**src/rtl/core/sdpf_mul.sv**
```systemverilog
// Shared signed 33 x 33 multiplier with a registered product.
`timescale 1ns / 1ps
module sdpf_mul (
  input  logic               clk,
  input  logic signed [32:0] mul_a,
  input  logic signed [32:0] mul_b,
  output logic signed [65:0] prod_r
);

  always_ff @(posedge clk) begin
    prod_r <= 66'(mul_a) * 66'(mul_b);
  end

endmodule

```
**config.mk**
```make
export PLATFORM = sky130hd
export DESIGN_NAME = sdpf_mul
export DESIGN_NICKNAME = d
export VERILOG_FILES = /design/src/rtl/core/sdpf_mul.sv
export SDC_FILE = /design/constraint.sdc
export NUM_CORES = 2
export LEC_CHECK = 0
export ABC_AREA = 1
export BUFFER_PORTS_ARGS = -buffer_cell sky130_fd_sc_hd__buf_4
export CELL_PAD_IN_SITES_DETAIL_PLACEMENT = 1
export CELL_PAD_IN_SITES_GLOBAL_PLACEMENT = 1
export CORE_MARGIN = 1.5
export CORE_UTILIZATION = 50
export CTS_BUF_LIST = sky130_fd_sc_hd__clkbuf_8
export DETAILED_ROUTE_END_ITERATION = 7
export GPL_TIMING_DRIVEN = 1
export PLACE_DENSITY_LB_ADDON = 0.1
export SETUP_SLACK_MARGIN = 0.3
export SLEW_MARGIN = 20
export SYNTH_ARGS = -nofsm -noshare
export SYNTH_HDL_FRONTEND = slang
export SYNTH_SLANG_ARGS = --single-unit
```
**constraint.sdc**
```tcl
create_clock -name clk -period 10.1 [get_ports clk]
set_input_delay 1.01 -clock clk [delete_from_list [all_inputs] [get_ports clk]]
set_output_delay 1.01 -clock clk [all_outputs]
set_load 0.01 [all_outputs]
```
# --- Word-level counts from Yosys, hierarchy flattened ---
# Cells that the tools add are included.
word_totals:
  output_inout_bits: 66
  mem_bits_rw: 0
  wordCells: 2
  input_bits: 67
  register_bits: 66
  latch_bits: 0
  mem_count: 0
  mem_bits_ro: 0
op_classes:
  bitwise: 0
  n_mul: 1
  magnitude_cmp: 0
  n_reduce_logical: 0
  add_sub_neg: 0
  n_eq_ne: 0
  shift: 0
  n_div: 0
  muxes: 0
ops:
  columns: ["cell", "n"]
  rows:
  - ["multiplier 33 x 33 -> 66 bit", 1]

# --- Logic depth before layout (Yosys ltp) ---
logic_depth:
  word_depth: 1
  depth_mapped: 34
  depth_no_buf: 32

# --- Worst setup path after synthesis ---
# Ideal clock, no wire load.
synth_timing:
  kind: "input port to flip-flop"
  startpoint: "input mul_a[32]"
  endpoint: "register prod_r[60]"
  slack_ns: 2.334
  cell_stages: 23
  n_path_buf: 2
  arrival_ns: 7.653
  required_time_ns: 9.987
  setup_ns: 0.113
  path_cell_list: "clkbuf_1 > clkbuf_1 > nand2_1 > inv_1 > fa_1 > fa_1 > fa_1 > fa_1 > inv_1 > fa_1 > fa_1 > fa_1 > fa_1 > inv_1 > ha_1 > nand2_1 > nor2_1 > inv_1 > nor3_1 > nand2_1 > and2_0 > nand4_1 > nand2_1"
synth_between:
  elab_chain_len: 1
synth_lines:
  columns: ["item", "line", "text"]
  rows:
  - ["from (decl)", "5", "input logic signed [32:0] mul_a,"]
  - ["multiplier 33 x 33 -> 66 bit", "11", "prod_r <= 66'(mul_a) * 66'(mul_b);"]
  - ["to (signal assigned)", "11", null]
  - ["to (decl)", "7", "output logic signed [65:0] prod_r"]
# No other way between the ends.

# --- Worst setup path after layout ---
layout_timing:
  startpoint: "input mul_b[9]"
  endpoint: "register prod_r[57]"
layout_between:
  elab_chain_len: 1
layout_lines:
  columns: ["item", "line", "text"]
  rows:
  - ["from (decl)", "6", "input logic signed [32:0] mul_b,"]
  - ["multiplier 33 x 33 -> 66 bit", "11", null]
# No other way between the ends.

==> results.ini <==
[critical_path]
worst-path-buf-inv = 4
critical_path_class = input port to flip-flop
cp.depth = 21
required_ns = 10.38
cpPeakStageDelay_ns = 0.96
critPathArrivalTime_ns = 8.31
critical_path.top_delay_family = adder cells
crit_fanout = 33
crit_start = mul_b[9]
start_kind = input port
crit_chain = buf_4 -> nand2_1 -> fa_1 -> fa_1 -> fa_1 -> inv_1 -> fa_1 -> fa_1 -> fa_1 -> fa_1 -> inv_1 -> fa_1 -> inv_1 -> ha_1 -> nand2_1 -> nor2_1 -> nand3_1 -> nor2_1 -> o21ai_0 -> nand4_1 -> nand2_1
cp_common_cell = fa_1
end_kind = flip-flop
crit_path_top_delay_cell = fa_1
crit_path_end = prod_r[57]

[global_routing]
track_usage = 0.323
gr-total-overflow = 0
antenna_found_initial = 2
grt_pass1_wl_mm = 220
grt_start_max_net_pins = 34
grt_pass1_vias = 38800

[finish]
final_layout_size_suffix_gt1_frac = 0.0401
stdcell_count = 6582
reg_top3 = prod_r: 66 flops
largest_register_ffs = 66
regMostFlops = prod_r
area_growth_syn_to_layout_pct = 4.01
final_util = 0.526
nNetsFinal = 6860

[cts]
clock-sinks = 66
post_cts_resized = 0
ctsHoldBuffers = 0
postCtsSetupRepairBufs = 0
cts_tree = yes
numCtsBuffers = 9
root_buffer = clkbuf_8
clk_pin_slew_ns = 0.09
clock_path_buffers = 2
htree_levels = 3

[route]
first_iter_violations = 1753
dr.pass1.iters = 5
vias = 33300
vias_per_cell = 5.05
drc = 0
antenna_left = 0
wl_mm = 135
wl_per_cell_um = 20.5

[flow_run]
cap_violations = 0

[die]
initial_core_util = 0.505
num_rows = 107
ios = 133
die_h_um = 297
die_area_um2 = 88100
fp.dieW_um = 297
core_area_um2 = 85400

[timing]
period_share = 0.795
postLayoutSetupSlackWorst_ns = 2.07
setup_violations = 0
grt_setup_unrepaired = false
fin_setup_tns_ns = 0
maxSlewHeadroom = 0.440
drv_slew = 0
final_hold_viol_count = 0
max_slew.worst_pin.slew_ns = 0.839
fmax_ghz = 0.125
timing.final.crit_period_ns = 8.03

[yosys]
syn_area_per_cell_um2 = 7.79
synth_area_um2 = 43200
ys_ff_latch = 66
syn_inst = 5543
ys_types = 35
yosysSeqAreaShare = 0.0306
yosysWarnings = 0
synth_nets = 6972

[placed_design]
routabilityCongestion = 0.913
portBuffers = 132
dpl.cell_count = 6564
dp_worst_setup_slack_ns = 1.41
dpl.hpwl_mm = 115

[hold_path]
hold_path.class = input port to flip-flop

[run_status]
status = finished clean

-- cells in the final DEF, fill, tap and decap left out, drive strengths merged --
cell	n
o21bai	14
a21o	2
ha	217
nor2	154
nor3	8
or2	6
nand2	1534
nand4	19
fa	1145
nand3	78
xor2	37
o21ai	23
nand3b	3
xnor2	4
a21oi	65
clkinv	3
buf	140
clkinvlp	1
clkbuf	10
and2	3
o21a	1
diode	2
bufinv	2
nor4	5
dfxtp	66
inv	1895
a21boi	1
-- synthesized netlist by cell type, drive strengths merged --
| master | number | area share |
|---|---|---|
| xor2 | 37 | 0.0075 |
| o21bai | 14 | 0.0024 |
| or2 | 6 | 0.00087 |
| xnor2 | 4 | 0.00081 |
| a21o | 2 | 0.00035 |
| clkbuf | 262 | 0.023 |
| nand4 | 19 | 0.0028 |
| inv | 1895 | 0.16 |
| a21boi | 1 | 0.00017 |
| o21ai | 23 | 0.0028 |
| ha | 217 | 0.063 |
| fa | 1145 | 0.53 |
| nand3b | 3 | 0.00052 |
| nor3 | 8 | 0.0010 |
| buf | 1 | 0.000087 |
| nand3 | 78 | 0.010 |
| o21a | 1 | 0.00017 |
| nor4 | 5 | 0.00087 |
| and2 | 3 | 0.00043 |
| nand2 | 1534 | 0.13 |
| nor2 | 154 | 0.015 |
| dfxtp | 66 | 0.031 |
| a21oi | 65 | 0.0079 |
-- layer usage --
layer  track usage  share of wire
met4         0.111          0.040
met1         0.402           0.40
met2         0.592           0.52
met5             0              0
met3        0.0209          0.038
-- through the flow --
stage / instance area, µm² / hold WS (ns)
detailed placement: 44700 / 1.40
global placement: 44700 / 1.40
finish: 44900 / 1.05
floorplan: 43200 / 1.27
global route: 44900 / 1.07
CTS: 44900 / 1.05
-- kinds of logic after synthesis --
group	after synthesis	share of synthesized area
AO/OA/AOI/OAI	106	0.0138
XOR/XNOR	41	0.00832
adder cells (fa/ha/maj)	1362	0.594
buffers and inverters	2158	0.188
flip-flops	66	0.0306
AND/OR/NAND/NOR	1810	0.166
-- worst min path at each step --
stage,slack (ns),depth (start not counted),startpoint,end
3_3_place_gp,1.40,1,prod_r[1],prod_r[1]
5_1_grt,1.07,3,mul_b[0],prod_r[0]
4_1_cts,1.05,3,mul_b[0],prod_r[0]
2_1_floorplan,1.27,3,mul_a[0],prod_r[0]
6_report,1.05,3,mul_b[0],prod_r[0]
3_5_place_dp,1.40,1,prod_r[28],prod_r[28]
-- cell type report --
cell class,count,area [µm²]
Sequential cell,66,1320
Inverter,1895,7110
Fill cell,10800,40500
Timing Repair Buffer,140,1050
Tap cell,1144,1430
Clock buffer,10,138
Clock inverter,6,90.1
Multi-Input combinational cell,3319,33800
Antenna cell,2,5.00
Power is left out: the tool's default activity adds up to more than one toggle a clock period on the data nets, which glitch-free logic cannot reach.
