$ cat config.mk
export PLATFORM = sky130hd
export DESIGN_NAME = sdpf_sqrt
export DESIGN_NICKNAME = d
export VERILOG_FILES = /design/src/rtl/core/sdpf_sqrt.sv
export SDC_FILE = /design/constraint.sdc
export NUM_CORES = 1
export LEC_CHECK = 0
export BUFFER_PORTS_ARGS = -buffer_cell sky130_fd_sc_hd__clkbuf_2
export CELL_PAD_IN_SITES_DETAIL_PLACEMENT = 1
export CELL_PAD_IN_SITES_GLOBAL_PLACEMENT = 1
export CORE_AREA = 2 2 138 140
export CTS_CLUSTER_SIZE = 8
export DETAILED_ROUTE_END_ITERATION = 8
export DIE_AREA = 0 0 140 142
export HOLD_SLACK_MARGIN = 0.1
export MAX_ROUTING_LAYER = met4
export PLACE_DENSITY = 0.76
export REMOVE_ABC_BUFFERS = 1
export SYNTH_ARGS = -nofsm -noshare
export SYNTH_HDL_FRONTEND = slang
export SYNTH_SLANG_ARGS = --single-unit
$ cat constraint.sdc
create_clock -name clk -period 4 [get_ports clk]
set_input_delay 0.2 -clock clk [delete_from_list [all_inputs] [get_ports clk]]
set_output_delay 0.2 -clock clk [all_outputs]
set_load 0.005 [all_outputs]
$ cat src/rtl/core/sdpf_sqrt.sv
// Iterative floor square root of a 64-bit value, two radicand bits per cycle.
`timescale 1ns / 1ps
module sdpf_sqrt (
  input  logic        clk,
  input  logic        rst_n,
  input  logic        start,
  input  logic [63:0] radicand,
  output logic        done_r,
  output logic [31:0] root_r
);

  logic [63:0] rad_r;
  logic [35:0] rem_r;
  logic [4:0]  cnt_r;
  logic        busy_r;
  logic [35:0] r2;
  logic [35:0] trial;
  logic        ge;

  assign r2    = {rem_r[33:0], rad_r[63:62]};
  assign trial = {2'b00, root_r, 2'b01};
  assign ge    = (r2 >= trial);

  always_ff @(posedge clk) begin
    if (!rst_n) begin
      busy_r <= 1'b0;
      done_r <= 1'b0;
      cnt_r  <= '0;
    end else begin
      done_r <= 1'b0;
      if (start) begin
        rad_r  <= radicand;
        rem_r  <= '0;
        root_r <= '0;
        cnt_r  <= '0;
        busy_r <= 1'b1;
      end else if (busy_r) begin
        rad_r  <= {rad_r[61:0], 2'b00};
        rem_r  <= ge ? (r2 - trial) : r2;
        root_r <= {root_r[30:0], ge};
        cnt_r  <= cnt_r + 5'd1;
        if (cnt_r == 5'd31) begin
          busy_r <= 1'b0;
          done_r <= 1'b1;
        end
      end
    end
  end

endmodule

# --- After elaboration in Yosys (flattened, before gate mapping) ---
# Index checks and enable logic that the tools add are counted.
totals:
  regBits: 137
  input_bits: 67
  out_inout_bits: 33
  wordCells: 25
classes:
  add_sub_neg: 2
  magnitude_cmp: 1
  eq_ne: 1
  mux: 9
  bitwise: 2
  n_reduce_logical: 4
op_table:
  columns: ["op", "count"]
  rows:
  - ["64-bit two-way mux", 2]
  - ["34-bit two-way mux", 2]
  - ["36-bit by 34-bit greater-or-equal comparator with 1-bit output", 1]
  - ["34-bit subtractor", 1]
  - ["32-bit two-way mux", 1]
  - ["5-bit by 1-bit adder with 5-bit output (second input constant)", 1]
  - ["5-bit == test (second input constant)", 1]
  - ["1-bit two-way mux", 4]
  - ["3-bit OR reduction", 1]
  - ["1-bit inverter", 2]
  - ["2-bit AND reduction", 1]
  - ["2-bit nonzero test", 1]
  - ["2-bit OR reduction", 1]

# --- Depth between registers and ports, before layout ---
depth:
  word_depth: 4
  depth_mapped: 14

# --- Worst setup path before layout ---
# Ideal clock, no wire load.
synth_path:
  kind: "in2reg"
  start: "in start"
  end: "reg rad_r[0], enable pin"
  setup_ns: 0.501
  arrival_time_ns: 3.637
  t_required_ns: 3.499
  slack_ns: -0.137
  path_stages: 3
  n_path_buf: 2
  cell_sequence: "clkbuf_1 buf_1 o21a_1"
synth_between:
  elab_chain_cells: 2
synth_rtl:
  columns: ["item", "line", "text"]
  rows:
  - ["from (decl)", "6", "input logic start,"]
  - ["2-bit nonzero test (no line)", null, null]
  - ["2-bit AND reduction (no line)", null, null]
  - ["to (signal assigned)", "32", "rad_r <= radicand;"]
  - ["to (signal assigned)", "38", "rad_r <= {rad_r[61:0], 2'b00};"]
  - ["to (decl)", "12", "logic [63:0] rad_r;"]
# No other way between the ends.
# A chain may end at the register's enable or synchronous reset.

# --- Worst setup path after layout ---
layout_path:
  start: "reg rem_r[15]"
  end: "reg rem_r[5], data pin"
layout_between:
  elab_chain_cells: 3
layout_rtl:
  columns: ["item", "line", "text"]
  rows:
  - ["from (decl)", "13", "logic [35:0] rem_r;"]
  - ["from (signal assigned)", "39", "rem_r <= ge ? (r2 - trial) : r2;"]
  - ["36-bit by 34-bit greater-or-equal comparator with 1-bit output", "22", "assign ge = (r2 >= trial);"]
  - ["34-bit two-way mux", "39", null]
  - ["34-bit two-way mux", "37", "end else if (busy_r) begin"]
# No other way between the ends. The select of a mux whose other input is x is not followed.

==> metrics.txt <==
EDFF count, synth 130; vias in the first global route 6163; Setup CP Type reg -> reg; initial detailed-routing violation count 297; global route total overflow 0; critical path required time 4270 ps; Syn-to-layout area delta 25.89%; Filler cells 1947; worst hold path endpoint cnt_r[4]$_SDFFE_PP0P_; RD Place Congestion 0.8704; CTS root buffer clkbuf_16; Avg Cell Area, Syn 11.68 um2; # IOs 100; largest net degree at the start of global routing 59; Pwr per Cell Area 463.2 nW/um2; startpoint types flop; final setup TNS 0 ps; first-pass GRT wire length 32320 um; initial antenna violation count 0; DP Area 8293 um2; post-synthesis cell count 647; Worst-Skew Late Latency 440 ps; CTS tree built; CTS buffer count 17; Final Critical Period 3309 ps; Worst VDD drop 347.0 uV; Setup Viol. Count Final 0; post-layout instance area 9517 um2; Final Hold Vio Count 0; antenna-violating nets left 0; max-cap viol count 0; asr flop ratio synth 0%; flops & latches, synth 137; post-synth cell types 65; Seq/Total Area, Yosys 53.49%; hold path start rst_n; status finished clean; dpl hpwl 12660 um; RSZ-0062 raised after global routing no; drt wl/cell 18.83 um; drt total wl 19860 um; CP max FO 20; # rows 50; DIE WIDTH 140 um; Clock transition at path regs 70 ps; FF/Latch Area 4044 um2; hold slack 175.3 ps; mapped cell area 7560 um2; Leakage 0.003920 uW; Die ar. 19880 um2; post-synth top area share 51.64%; Starting Density 40.96%; first-pass iteration count of the detailed router 6; # clock sinks 137; vias per cell 5.294; worst r2r src rem_r[15]$_SDFFCE_PP0P_; Critical Path AT 3580 ps; HP Class in -> reg; CTS H-tree lvls 4; Slew HR 56.07%; CTS Buffer Depth 2; cells resized by post-CTS repair 0; Core Area 18460 um2; Worst setup EP type flop; final routed DRC violation total 0; Slew Viols, Final 0; Die H 142 um; Setup Skew 14.40 ps; share of layout cells above drive strength 1 26.55%; Yosys warnings 0; area leader, netlist edfxtp_1; worst reg2reg path depth 11; DR vias 5585; worst slew pin tran 658.9 ps; Hold Path Depth 3; synth top area cells edfxtp_1, mux2_2, ha_1, nor2_1, a21oi_1; flop2flop setup slack 690 ps; Util after Layout 51.57%; top_reg_cell synth edfxtp_1; input/output buffers 99; multi-input logic area 3232 um2; worst r2r dst rem_r[5]$_SDFFCE_PP0P_; layout net count 911; antenna cells 0; fmax 302.2 MHz; Global Route Usage Sum 21.51%; Final period util 82.73%
## metal layers
layer  share of wire, %  track usage [%]  vias up
met2                 52            37.62      131
met4                2.8            8.719        0
met3                4.0            4.610       35
met5                  0                -        -
li1                   -                -     2696
met1                 42            24.16     2723
## cells in the final DEF, fill, tap and decap left out, types with 3 or more instances in the layout
| cell | Yosys | layout |
|---|---|---|
| nand2_1 | 45 | 45 |
| mux2_2 | 62 | 62 |
| a31oi_1 | 6 | 6 |
| clkbuf_2 | 0 | 98 |
| a21oi_1 | 40 | 40 |
| o211ai_1 | 4 | 4 |
| xnor2_1 | 21 | 21 |
| inv_6 | 0 | 4 |
| a211oi_1 | 5 | 5 |
| nor2_1 | 75 | 75 |
| inv_1 | 41 | 41 |
| nand4_1 | 6 | 6 |
| nor3_1 | 14 | 14 |
| mux2i_1 | 14 | 14 |
| and2_1 | 4 | 4 |
| and4_1 | 3 | 3 |
| or2_2 | 4 | 4 |
| a21o_1 | 13 | 13 |
| clkbuf_16 | 0 | 17 |
| dlygate4sd3_1 | 0 | 63 |
| o21a_1 | 9 | 8 |
| edfxtp_1 | 130 | 130 |
| o21ai_1 | 3 | 3 |
| ha_1 | 36 | 36 |
| and3_1 | 3 | 3 |
| nand3_1 | 10 | 10 |
| o21ai_0 | 12 | 12 |
| dfxtp_1 | 7 | 7 |
| buf_4 | 1 | 8 |
| clkinvlp_4 | 0 | 4 |
| xor2_1 | 10 | 10 |
| clkinv_4 | 0 | 3 |
## worst max-delay path by stage
stage                     slack [ps]  cells past startpoint                       to                      from
after global routing             540                     12   rem_r[5]$_SDFFCE_PP0P_  root_r[14]$_SDFFCE_PP0P_
after floorplan                   70                      1   rad_r[0]$_SDFFCE_PN0P_         busy_r$_SDFF_PN0_
after global placement           810                     12  rem_r[21]$_SDFFCE_PP0P_  root_r[17]$_SDFFCE_PP0P_
final                            690                     11   rem_r[5]$_SDFFCE_PP0P_   rem_r[15]$_SDFFCE_PP0P_
after detailed placement         660                     12   rem_r[5]$_SDFFCE_PP0P_  root_r[15]$_SDFFCE_PP0P_
after CTS                        640                     12   rem_r[5]$_SDFFCE_PP0P_  root_r[15]$_SDFFCE_PP0P_
## power by group
group / internal, uW / switching, uW / total, uW
logic: 443 / 558 / 1000
clock network: 931 / 699 / 1630
registers: 1720 / 55.3 / 1780
## cells in the mapped netlist, drive strengths merged (3+ instances only)
library cell	number
o21ai	17
a31oi	7
a211oi	6
a21oi	41
or2	4
dfxtp	7
edfxtp	130
nor2	75
and2	4
o211ai	4
a21boi	3
buf	17
and3	3
nor3	14
nand4	7
a21o	13
nand3	10
xor2	10
mux2	63
ha	36
o21a	9
clkbuf	11
nand2	45
and4	3
mux2i	14
inv	41
xnor2	21
## final cells by class
cell class	count	area share [%]
clock buffer	17	4.470
clock inverter	15	1.762
inverter	41	1.617
multi-input combinational	441	33.96
sequential	137	42.49
tap	234	3.077
timing repair buffer	170	12.62
## logic make-up after synthesis
| kind of cell | count (synthesis) | share of synthesized area (%) |
|---|---|---|
| AO/OA/AOI/OAI | 119 | 11.17 |
| XOR/XNOR | 31 | 3.592 |
| adder cells (fa/ha/maj) | 36 | 5.958 |
| buffers and inverters | 69 | 3.856 |
| flip-flops | 137 | 53.49 |
| multiplexers | 77 | 11.24 |
| AND/OR/NAND/NOR | 178 | 10.69 |
## worst max-delay path, stage by stage (launching register included)
cell	delay [ps]
edfxtp_1	420
ha_1	420
and4_1	340
nand4_2	220
nand2b_1	260
o311ai_4	120
o2111ai_2	190
a31oi_4	230
o21a_1	170
buf_4	280
mux2_1	370
nor2_1	140
## per-stage QoR
stage	setup WS (ps)	instances	total power, uW
2_1_floorplan	73.25	619	2465
3_3_place_gp	812.4	960	2699
3_5_place_dp	664.5	960	2743
4_1_cts	640.4	1055	4412
5_1_grt	541.7	1055	4606
6_report	690.9	1055	4408
## state kept, by name, summed over array words and instances (netlist names)
name	flops
busy_r	1
cnt_r	5
done_r	1
rad_r	64
rem_r	34
root_r	32
## repair_timing
action / 4_1_cts / 5_1_grt
setup endpoints to repair: 0 / 0
buffers inserted: 0 / 0
hold buffers: 63 / 0
endpoints found under the hold margin: 63 / 0
Note: power is estimated with default switching activity, not from simulation.
