===== src/rtl/core/sdpf_div.sv =====
// Iterative restoring divider: 32 quotient bits, one per cycle.
`timescale 1ns / 1ps
module sdpf_div (
  input  logic        clk,
  input  logic        rst_n,
  input  logic        start,
  input  logic [63:0] num,
  input  logic [32:0] den,
  output logic        done_r,
  output logic [31:0] quot_r
);

  // The caller guarantees num < den * 2^32, so the upper half is already
  // a valid partial remainder.
  logic [32:0] rem_r;
  logic [31:0] nlo_r;
  logic [32:0] den_r;
  logic [4:0]  cnt_r;
  logic        busy_r;
  logic [33:0] t;
  logic        ge;

  assign t  = {rem_r, nlo_r[31]};
  assign ge = (t >= {1'b0, den_r});

  always_ff @(posedge clk) begin
    if (!rst_n) begin
      busy_r <= 1'b0;
      done_r <= 1'b0;
      cnt_r  <= '0;
    end else begin
      done_r <= 1'b0;
      if (start) begin
        rem_r  <= {1'b0, num[63:32]};
        nlo_r  <= num[31:0];
        den_r  <= den;
        quot_r <= '0;
        cnt_r  <= '0;
        busy_r <= 1'b1;
      end else if (busy_r) begin
        rem_r  <= ge ? 33'(t - {1'b0, den_r}) : t[32:0];
        nlo_r  <= {nlo_r[30:0], 1'b0};
        quot_r <= {quot_r[30:0], ge};
        cnt_r  <= cnt_r + 5'd1;
        if (cnt_r == 5'd31) begin
          busy_r <= 1'b0;
          done_r <= 1'b1;
        end
      end
    end
  end

endmodule


===== config.mk =====
export PLATFORM = sky130hd
export DESIGN_NAME = sdpf_div
export DESIGN_NICKNAME = d
export VERILOG_FILES = /design/src/rtl/core/sdpf_div.sv
export SDC_FILE = /design/constraint.sdc
export NUM_CORES = 1
export LEC_CHECK = 0
export BUFFER_PORTS_ARGS = -buffer_cell sky130_fd_sc_hd__buf_2
export CORE_MARGIN = 10
export CORE_UTILIZATION = 36
export CTS_BUF_LIST = sky130_fd_sc_hd__clkbuf_8 sky130_fd_sc_hd__clkbuf_16
export DETAILED_ROUTE_END_ITERATION = 8
export HOLD_SLACK_MARGIN = 0.02
export PLACE_DENSITY = 0.52
export SKIP_LAST_GASP = 1
export SYNTH_ARGS = -nofsm -noshare
export SYNTH_HDL_FRONTEND = slang
export SYNTH_SLANG_ARGS = --single-unit

===== constraint.sdc =====
create_clock -name clk -period 4.95 [get_ports clk]
set_input_delay 0.99 -clock clk [delete_from_list [all_inputs] [get_ports clk]]
set_output_delay 0.99 -clock clk [all_outputs]
set_load 0.03 [all_outputs]

# After elaboration in Yosys (flattened, before gate mapping)
# Index checks and enable logic that the tools add are counted.
# totals
register_bits	137
out_inout_bits	33
# classes
add_sub_neg	2
n_lt_le_gt_ge	1
eq_ne	1
muxes	10
bitwise_logic	2
n_reduce_logical	5
# op_table
cell	count
$mux 32	4
$mux 33	2
$ge 34x33->1	1
$sub 33x33->33	1
$add 5x1->5 const B	1
$eq 5x5->1 const B	1
$mux 1	4
$reduce_and 2->1	2
$reduce_or 3->1	1
$not 1->1	2
$reduce_bool 2->1	1
$reduce_or 2->1	1

# Logic depth before layout (Yosys ltp)
# logic_depth
word_depth	4
depth_mapped	15
ltp_nobuf	14

# Least setup slack after synthesis
# OpenSTA, ideal clock, no wires.
# synth_timing
kind	input port to flip-flop
start	input port start
end	register nlo_r[0] (enable)
setup_ns	0.464
t_arrival_ns	3.702
required_time_ns	4.486
setup_slack_ns	0.785
cell_stages	3
path_buffers	2
path_cell_list	clkbuf_1 clkbuf_1 o21a_1
# synth_via
elab_chain_len	2
# synth_lines
item	line	source
start: declaration	6	input logic start,
$reduce_bool 2->1 (no source line)	--	
$reduce_and 2->1 (no source line)	--	
end signal: assignment	35	nlo_r <= num[31:0];
end signal: assignment	42	nlo_r <= {nlo_r[30:0], 1'b0};
end: declaration	16	logic [31:0] nlo_r;
# No other way between the ends.
# A chain may end at the register's enable or synchronous reset.

# Worst setup path after layout
# layout_timing
start	register nlo_r[31]
end	register rem_r[21], data pin
# layout_via
elab_chain_len	4
# layout_lines
item	line	source
$sub 33x33->33 or $ge 34x33->1 (tied branches)	41, 24	
$mux 33 (*)	41	rem_r <= ge ? 33'(t - {1'b0, den_r}) : t[32:0];
$mux 33 (*)	40	end else if (busy_r) begin
$mux 32 (*)	33	if (start) begin
end signal: assignment	34	rem_r <= {1'b0, num[63:32]};
end signal: assignment	41	
end: declaration	15	logic [32:0] rem_r;
# Mark *: on every way between the ends. The rest lies on a longest branch, timed or not. The select of a mux whose other input is x is not followed.

==> impl_metrics.py <==
metrics = {
    "outcome": {
        "status": "finished, final reports clean",
    },
    "synthesis": {
        "synthMuxAreaShare_pct": 6.425,
        "synth.largest_area_cell": "edfxtp_1",
        "synth_simple_gate_area_share_pct": 11.56,
        "synth_nets": 771,
        "synthAdderAreaFrac_pct": 6.270,
        "synth_area_um2": 7303,
        "synthTopCellsByArea": "edfxtp_1 (53%), ha_1 (6.0%), mux2_2 (4.8%)",
        "synth_top_area_share_pct": 53.45,
        "ys_seq_area_share_pct": 55.37,
        "syn_area_per_cell_um2": 11.50,
        "synth_cell_types": 60,
        "yosys_most_used_dff": "edfxtp_1",
        "yosys_warnings": 0,
        "synth_top_family_by_area": "compound AO/OA/AOI/OAI gates",
        "syn_inst": 635,
        "ys_ff_latch": 137,
        "synth_compound_area_share_pct": 12.81,
        "async_flop_share_pct": 0,
        "synth_edf_count": 130,
        "synth_xor_area_share_pct": 3.598,
    },
    "worst_setup_path": {
        "cp-start-kind": "flop",
        "critPathBufInv": 3,
        "crit_family": "compound AO/OA/AOI/OAI gates",
        "crit_path_max_incr_delay_ns": 0.50,
        "endpoint_kind": "flop",
        "crit_top_cell": "inv_1",
        "slowest_stage": "a21oi_4",
        "crit_chain": "inv_1, ha_1, inv_1, fa_1, a21o_1, a221oi_2, o21ai_1, nand3_1, a31o_2, o211ai_4, a21oi_4, buf_4, nor2_2, a211oi_2, a21oi_1",
        "timing_worst_setup_path_type": "flop to flop",
        "cp.arrival_ns": 3.80,
        "critPathMaxFanout": 17,
        "cp_data_required_time_ns": 5.11,
    },
    "route": {
        "num_vias": 5135,
        "routedWlPerCell_um": 16.45,
        "vias_per_cell": 4.853,
        "antenna_left": 0,
        "dr.pass1.iters": 5,
        "drt_iter0_markers": 200,
        "remaining_drc_errors": 0,
        "wl_um": 17400,
    },
    "clocking": {
        "path_clk_slew_ns": 0.06,
        "root_buffer": "clkbuf_16",
        "cts_made_buffers": 17,
        "cts_max_path_buffers": 2,
        "clock_sinks": 137,
        "htree_levels": 4,
        "hold_buffers": 0,
        "cts_tree": "done",
        "cts_setup_buffers": 0,
        "ctsResizeCount": 0,
        "clk_latency_ns": 0.42,
    },
    "placed_design": {
        "dp_worst_setup_slack_ns": 1.305,
        "hpwl_um": 12630,
        "place.gp.congestion": 0.8694,
        "port_buffers": 132,
    },
    "sta": {
        "setup_viol": 0,
        "rsz0062_at_grt": "false",
        "fin_setup_tns_ns": 0,
        "finalHoldViolations": 0,
        "clock_skew_ns": 0.009536,
        "period_needed_ns": 3.638,
        "worst_pin_slew_ns": 0.7888,
        "min_period_over_period_pct": 73.50,
        "maxSlewHeadroom_pct": 47.41,
        "maxClockFrequency_mhz": 274.9,
        "layout_setup_ws_ns": 1.312,
        "slew_violations": 0,
    },
    "global_routing": {
        "grt_pass1_vias": 5627,
        "grt_max_degree": 63,
        "grt_pass1_wl_um": 28800,
        "grt-ovfl-total": 0,
        "grt_use_total_pct": 13.64,
        "antenna_found_initial": 10,
    },
    "die": {
        "die_x_um": 162.4,
        "ios": 133,
        "fp.dieH_um": 162.4,
        "rows": 52,
        "die_area_um2": 26380,
        "coreArea_um2": 20100,
        "initial_core_util_pct": 36.33,
    },
    "layout": {
        "final_nets": 904,
        "multiInputGateArea_um2": 2978,
        "fillers": 1956,
        "synthToLayoutAreaGrowth_pct": 21.02,
        "drive_above_1_share_pct": 27.91,
        "ff_latch_area_um2": 4044,
    },
    "power": {
        "power_density_nw_per_um2": 378.8,
        "seq_power_share_pct": 42.2,
        "p_clk_share_pct": 37.3,
        "power.switching_mw": 0.9760,
        "comb_power_share_pct": 20.5,
        "power.switching_fraction_pct": 29.15,
        "p_int_mw": 2.372,
        "peakVddDrop_mv": 0.2145,
        "p_leak_nw": 3.610,
    },
    "hold_path": {
        "hp-class": "flop to flop",
    },
    "run": {
        "maxCapViolations": 0,
    },
}
-- metrics by stage --
step                      area (um^2)  util (%)  cells  total power [mW]  hold slack, ns
final                            8838     43.96   1058             3.348          0.5333
after global routing             8826     43.90   1053             3.532          0.5658
after CTS                        8821     43.88   1051             3.385          0.5324
after detailed placement         8253     41.05   1019             2.126          0.5092
after global placement           8253     41.05   1019             2.116          0.4784
after floorplan                  7303         -    635             1.957          0.4672
-- state kept, by name, indices dropped and copies added (netlist names) --
name / count
busy_r: 1
cnt_r: 5
den_r: 33
done_r: 1
nlo_r: 32
quot_r: 32
rem_r: 33
-- layer usage --
layer | GRT usage [%] | vias up | wire (um)
li1 | - | 2567 | -
met1 | 15.88 | 2419 | 7715
met2 | 21.31 | 128 | 7913
met3 | 7.305 | 17 | 1570
met4 | 4.012 | 4 | 177
met5 | 0 | - | 25
-- Yosys cell counts (10+ instances only) --
master,number
edfxtp_1,130
nand2_1,56
a21oi_1,46
inv_1,43
nor2_1,42
ha_1,35
nor2b_1,32
mux2_2,31
o21ai_1,25
xnor2_1,20
clkbuf_1,18
o21ai_0,17
a21o_1,13
mux2i_1,12
nand3_1,11
xor2_1,10
-- power by group through the flow --
stage	Combinational (mW)	Clock [mW]	Sequential (mW)
after floorplan	0.497	0	1.46
after global placement	0.680	0	1.44
after detailed placement	0.690	0	1.44
after CTS	0.695	1.28	1.41
after global routing	0.776	1.33	1.42
final	0.686	1.25	1.41
-- worst paths after layout --
kind | from | cells after the start | slack [ns] | to
worst max-delay path | nlo_r[31] | 15 | 1.31 | rem_r[21]
worst min-delay path | cnt_r[3] | 2 | 0.53 | cnt_r[3]
worst max register to register | nlo_r[31] | 15 | 1.31 | rem_r[21]
worst min register to register | cnt_r[3] | 2 | 0.53 | cnt_r[3]
-- cells in the final DEF (no fill, tap or decap), types with 5 or more instances in the layout --
cell type,count
ha_1,35
nand3_1,11
mux2i_1,12
nor2b_1,32
nand2_1,56
o21bai_1,7
nand2b_1,5
a21oi_1,46
edfxtp_1,130
buf_4,7
o21ai_1,25
diode_2,7
dfxtp_1,7
and3_1,6
buf_2,131
clkbuf_16,17
a211oi_1,5
a21o_1,13
inv_6,5
o21ai_0,17
inv_1,44
a31oi_1,5
xnor2_1,20
xor2_1,10
nor2_1,42
mux2_2,31
-- worst register-to-register path, cell delays in order, from the launching register on --
cell      delay [ns]
edfxtp_1        0.38
inv_1           0.07
ha_1            0.16
inv_1           0.06
fa_1            0.40
a21o_1          0.23
a221oi_2        0.35
o21ai_1         0.14
nand3_1         0.12
a31o_2          0.23
o211ai_4        0.10
a21oi_4         0.50
buf_4           0.31
nor2_2          0.06
a211oi_2        0.19
a21oi_1         0.07
-- cells by family after synthesis --
logic type / count (synthesis)
buffers and inverters: 69
AND/OR/NAND/NOR: 174
XOR/XNOR: 30
adder cells (fa/ha/maj): 36
AO/OA/AOI/OAI: 146
multiplexers: 43
flip-flops: 137
-- final cells by class --
cell class              count  area share (%)
repair buffers            139           8.239
well taps                 270           3.822
clock buffers              17           4.813
inverters                  44           1.869
flip-flops and latches    137           45.75
multi-input cells         429           33.69
diodes                      7          0.1982
clock inverters            15           1.614
(Power assumes the default switching activity.)
